**src/design/nonblocking_icache_miss_coalescing_core_macros.svh**
```systemverilog
// Assertion macros for the icache miss coalescing RTL.
`ifndef NONBLOCKING_ICACHE_MISS_COALESCING_CORE_MACROS_SVH
`define NONBLOCKING_ICACHE_MISS_COALESCING_CORE_MACROS_SVH
`ifndef SYNTHESIS
// Same-cycle implication.
`define ICMC_ASSERT_NOW(lbl, ante, cons, msg) \
    lbl: assert property (@(posedge aclk) disable iff (!aresetn) (ante) |-> (cons)) \
        else $error(msg);
// Next-cycle implication.
`define ICMC_ASSERT_NEXT(lbl, ante, cons, msg) \
    lbl: assert property (@(posedge aclk) disable iff (!aresetn) (ante) |=> (cons)) \
        else $error(msg);
`else
`define ICMC_ASSERT_NOW(lbl, ante, cons, msg)
`define ICMC_ASSERT_NEXT(lbl, ante, cons, msg)
`endif
`endif

```
**src/design/icmc_pkg.sv**
```systemverilog
// Shared types and codes for the icache miss coalescing core.
package icmc_pkg;

    localparam int ADDR_W = 48;
    localparam int CRED_W = 8;

    localparam logic [1:0] CMD_FETCH  = 2'd0;
    localparam logic [1:0] CMD_CREDIT = 2'd1;
    localparam logic [1:0] CMD_FILL   = 2'd2;
    localparam logic [1:0] CMD_TICK   = 2'd3;

    localparam logic KIND_FETCH = 1'b0;
    localparam logic KIND_L2    = 1'b1;

    typedef struct packed {
        logic accept;
        logic tick_fill;
        logic fill_update;
        logic sweep_step;
        logic take_replay;
        logic take_fetch_hit;
        logic fetch_rd;
        logic lookup;
        logic emit_resp;
        logic emit_l2;
        logic last;
    } icmc_cmd_t;

    typedef struct packed {
        logic fill_empty;
        logic replay_empty;
        logic fetch_empty;
        logic sweep_done;
        logic send_ok;
        logic out_free;
        logic always_hit;
    } icmc_stat_t;

endpackage

```
**src/design/icmc_ctrl.sv**
```systemverilog
// Controller: sequences one input item through fill, sweep, lookup and send steps.
`include "nonblocking_icache_miss_coalescing_core_macros.svh"
module icmc_ctrl (
    input  logic                 aclk,
    input  logic                 aresetn,
    input  logic                 s_valid,
    input  logic [1:0]           s_cmd,
    output logic                 s_ready,
    input  icmc_pkg::icmc_stat_t stat,
    output icmc_pkg::icmc_cmd_t  cmd
);
    import icmc_pkg::*;

    localparam logic [2:0] ST_IDLE  = 3'd0;
    localparam logic [2:0] ST_TICK  = 3'd1;
    localparam logic [2:0] ST_FILL  = 3'd2;
    localparam logic [2:0] ST_SWEEP = 3'd3;
    localparam logic [2:0] ST_SERVE = 3'd4;
    localparam logic [2:0] ST_LOOK  = 3'd5;
    localparam logic [2:0] ST_SEND  = 3'd6;

    logic [2:0] state_reg, state_next;
    logic       resp_pend_reg, resp_pend_next;

    assign s_ready = (state_reg == ST_IDLE);

    always_comb begin
        cmd            = '0;
        state_next     = state_reg;
        resp_pend_next = resp_pend_reg;
        cmd.accept     = s_valid && s_ready;
        unique case (state_reg)
            ST_IDLE: begin
                if (s_valid) begin
                    if (s_cmd == CMD_TICK) begin
                        state_next = ST_TICK;
                    end else if (s_cmd == CMD_CREDIT) begin
                        state_next = ST_SEND;
                    end
                end
            end
            ST_TICK: begin
                if (!stat.fill_empty) begin
                    cmd.tick_fill = 1'b1;
                    state_next    = ST_FILL;
                end else begin
                    state_next = ST_SERVE;
                end
            end
            ST_FILL: begin
                cmd.fill_update = 1'b1;
                state_next      = ST_SWEEP;
            end
            ST_SWEEP: begin
                cmd.sweep_step = 1'b1;
                if (stat.sweep_done) begin
                    state_next = ST_SERVE;
                end
            end
            ST_SERVE: begin
                state_next = ST_SEND;
                if (!stat.replay_empty) begin
                    cmd.take_replay = 1'b1;
                    resp_pend_next  = 1'b1;
                end else if (!stat.fetch_empty) begin
                    if (stat.always_hit) begin
                        cmd.take_fetch_hit = 1'b1;
                        resp_pend_next     = 1'b1;
                    end else begin
                        cmd.fetch_rd = 1'b1;
                        state_next   = ST_LOOK;
                    end
                end
            end
            ST_LOOK: begin
                cmd.lookup     = 1'b1;
                resp_pend_next = 1'b1;
                state_next     = ST_SEND;
            end
            ST_SEND: begin
                // Hold until the output register frees; the response goes before the L2 request.
                if (resp_pend_reg) begin
                    if (stat.out_free) begin
                        cmd.emit_resp  = 1'b1;
                        cmd.last       = !stat.send_ok;
                        resp_pend_next = 1'b0;
                        if (!stat.send_ok) begin
                            state_next = ST_IDLE;
                        end
                    end
                end else if (stat.send_ok) begin
                    if (stat.out_free) begin
                        cmd.emit_l2 = 1'b1;
                        cmd.last    = 1'b1;
                        state_next  = ST_IDLE;
                    end
                end else begin
                    state_next = ST_IDLE;
                end
            end
            default: begin
                state_next = ST_IDLE;
            end
        endcase
    end

    always_ff @(posedge aclk) begin
        if (!aresetn) begin
            state_reg     <= ST_IDLE;
            resp_pend_reg <= 1'b0;
        end else begin
            state_reg     <= state_next;
            resp_pend_reg <= resp_pend_next;
        end
    end

    `ICMC_ASSERT_NOW(a_single_emit, 1'b1, !(cmd.emit_resp && cmd.emit_l2), "two results in one cycle")
    `ICMC_ASSERT_NOW(a_emit_free, (cmd.emit_resp || cmd.emit_l2), stat.out_free, "output overrun")
    `ICMC_ASSERT_NOW(a_l2_credit, cmd.emit_l2, stat.send_ok, "L2 request without credit")
    `ICMC_ASSERT_NEXT(a_look_resp, (state_reg == ST_LOOK), resp_pend_reg, "lookup lost its response")
endmodule

```
**config.mk**
```make
export PLATFORM = sky130hd
export DESIGN_NAME = icmc_ctrl
export DESIGN_NICKNAME = d
export VERILOG_FILES = /design/src/design/icmc_pkg.sv /design/src/design/icmc_ctrl.sv
export VERILOG_INCLUDE_DIRS = /design/src /design/src/design
export SDC_FILE = /design/constraint.sdc
export NUM_CORES = 1
export LEC_CHECK = 0
export BUFFER_PORTS_ARGS = -buffer_cell sky130_fd_sc_hd__buf_2
export CORE_AREA = 5 5 42 44
export CTS_BUF_LIST = sky130_fd_sc_hd__clkbuf_4
export DETAILED_ROUTE_END_ITERATION = 6
export DIE_AREA = 0 0 47 49
export REMOVE_ABC_BUFFERS = 1
export SYNTH_ARGS = -nofsm -noshare
export SYNTH_HDL_FRONTEND = slang
export SYNTH_SLANG_ARGS = --single-unit
```
**constraint.sdc**
```tcl
create_clock -name aclk -period 2 [get_ports aclk]
set_input_delay 0.3 -clock aclk [delete_from_list [all_inputs] [get_ports aclk]]
set_output_delay 0.3 -clock aclk [all_outputs]
set_load 0.01 [all_outputs]
```
==> impl_metrics.tcl <==
set metrics [dict create \
    grt_max_degree 16 \
    drive_gt1_frac 0.3704 \
    clock_sinks 4 \
    final_max_slew_viol_count 0 \
    clk_pin_slew_worst_paths_ps 40 \
    wl_mm 1.083 \
    powerDensity_nw_per_um2 897.2 \
    postLayoutCellArea_um2 555.5 \
    first_pass_iters 4 \
    n_fill_cell 165 \
    setup_viol 0 \
    required_ps 1700 \
    start_util 0.2902 \
    ant_nets 0 \
    hold_path.class "input pin to flip-flop" \
    rsz0062_at_grt "false" \
    track_usage 0.1021 \
    arrival_ps 1470 \
    postPlaceCellArea_um2 531.8 \
    core_area_um2 1401 \
    ys_warn_count 0 \
    synth_edf_count 0 \
    synth_flop_cell "dfxtp_1" \
    numCtsBuffers 3 \
    drc 0 \
    final_common_cell "buf_2" \
    largest_register_ffs 3 \
    cpLargestDelayFamily "simple AND/OR/NAND/NOR gates" \
    synth_compound_area_frac 0.2523 \
    layout_setup_ws_ps 228.4 \
    worst_setup_path_start_kind "flip-flop" \
    grt_overflow 0 \
    root_buffer "clkbuf_4" \
    synth_cell_type_count 30 \
    fmax_ghz 0.5645 \
    cts.path.max_buffers 2 \
    cts_tree "yes" \
    path_buf_inv 1 \
    num_rows 14 \
    pin_count 24 \
    via_per_inst 4.979 \
    p_total_mw 0.4984 \
    slowest_stage "dfxtp_1" \
    ys_seq_area_frac 0.1969 \
    min_period_over_period 0.8858 \
    avgSynthCellArea_um2 7.134 \
    num_antenna_cells 0 \
    slowest_delay_ps 460 \
    status "complete, no violations" \
    grt_pass1_vias 444 \
    clk_latency_ps 220 \
    power_leakage_nw 0.2730 \
    synth_fa_ha_area_frac 0.02462 \
    ys_ff_latch 4 \
    syn_inst 57 \
    post-place-ws_ps 402.1 \
    wl_per_cell_um 11.16 \
    die_area_um2 2303 \
    period_minus_slack_ps 1772 \
    clock-skew-final_ps 2.525 \
    postCtsSetupBuffers 0 \
    place.gp.congestion 0.8074 \
    synth_xor_area_frac 0.02154 \
    crit_fanout 8 \
    maxCapViolCount 0 \
    worst_slew_pin_slew_ps 357.4 \
    grt_pass1_wl_mm 1.849 \
    vias 483 \
    area_growth_pct 36.62 \
    drt_iter0_markers 10 \
    end_kind "output pin" \
    path_cells "or3b_4 -> nor4_4 -> buf_2" \
    portBuffers 23 \
    synth_top_family_by_area "simple AND/OR/NAND/NOR gates" \
    htreeDepth 1 \
    async_flop_share 0 \
    die_w_um 47 \
    cts_hold_buffers 0 \
    relSlewSlack 0.7614 \
    antenna_found_initial 0 \
    die_h_um 49 \
    path_class "flip-flop to output pin" \
    synthMuxAreaShare 0 \
    hpwlAfterDp_um 887.9 \
    hold_viol_final 0 \
    ir_drop_uv 494.5 \
    final_cell_mix "23 x buf_2, 8 x nand2_1, 5 x inv_1" \
    syn_area_um2 406.6 \
    fin_nets 95 \
    finalSetupTns_ps 0 \
    synthSimpleGateAreaFrac 0.4338 \
]
## final timing paths
path / startpoint / endpoint / slack, ps / depth (start not counted)
setup / recovery: state_reg[2] / cmd[4] / 230 / 3
hold / removal: aresetn / state_reg[0] / 340 / 3
setup reg to reg: state_reg[2] / state_reg[0] / 700 / 4
hold reg to reg: resp_pend_reg / resp_pend_reg / 650 / 2
## where the power goes
group	total, mW	leakage (nW)	internal [mW]	switching [mW]
logic	0.244	0.226	0.120	0.124
clock network	0.0936	0.0138	0.0667	0.0269
registers	0.161	0.0331	0.104	0.0574
total	0.498	0.273	0.290	0.208
## worst register-to-register path, delay by kind of cell (launching register included)
| kind | cells | cell delay, ps |
|---|---|---|
| DFF | 1 | 460 |
| and+or+nand+nor | 3 | 700 |
| AOI/OAI and AO/OA | 1 | 80 |
## metrics by stage
stage / util / hold WS, ps / std cells
after floorplan: - / 419.2 / 55
after global placement: 0.3795 / 574.0 / 94
after detailed placement: 0.3795 / 569.6 / 94
after CTS: 0.3955 / 329.9 / 97
after global routing: 0.3964 / 336.2 / 97
final: 0.3964 / 337.3 / 97
## final cells by class
cell class	count	area, um^2	share of cell area
Clock buffer	3	22.52	0.04054
Timing Repair Buffer	23	115.1	0.2072
Sequential cell	4	81.33	0.1464
Tap cell	16	20.02	0.03604
Multi-Input combinational cell	46	297.8	0.5360
Inverter	5	18.77	0.03378
## layer usage
metal	wire, um	vias up	track usage
met5	0	-	0
met4	0	0	0.04147
met3	77	0	0.01845
met2	511	14	0.1403
met1	495	216	0.1516
li1	-	253	-
## timing repair
item                       in CTS  in global routing
gates resized for setup         0                  1
setup endpoints to repair       0                  1
hold endpoints to repair        0                  0
## Yosys cell counts (2+ instances only)
library cell	count	area, um^2
nor2b_1	3	18.77
and3_1	4	25.02
buf_2	2	10.01
nor2_1	4	15.01
inv_1	5	18.77
o21ai_0	3	15.01
nor3_1	2	10.01
dfxtp_1	4	80.08
nand2_1	8	30.03
a21oi_1	2	10.01
## logic make-up (layout without fill, tap and decap cells)
family,count (synthesis),in the layout
flops,4,4
xor+xnor,1,1
fa+ha+maj,1,1
simple gates,29,29
buf+inv,7,31
compound gates,15,15
(Power assumes the default switching activity.)
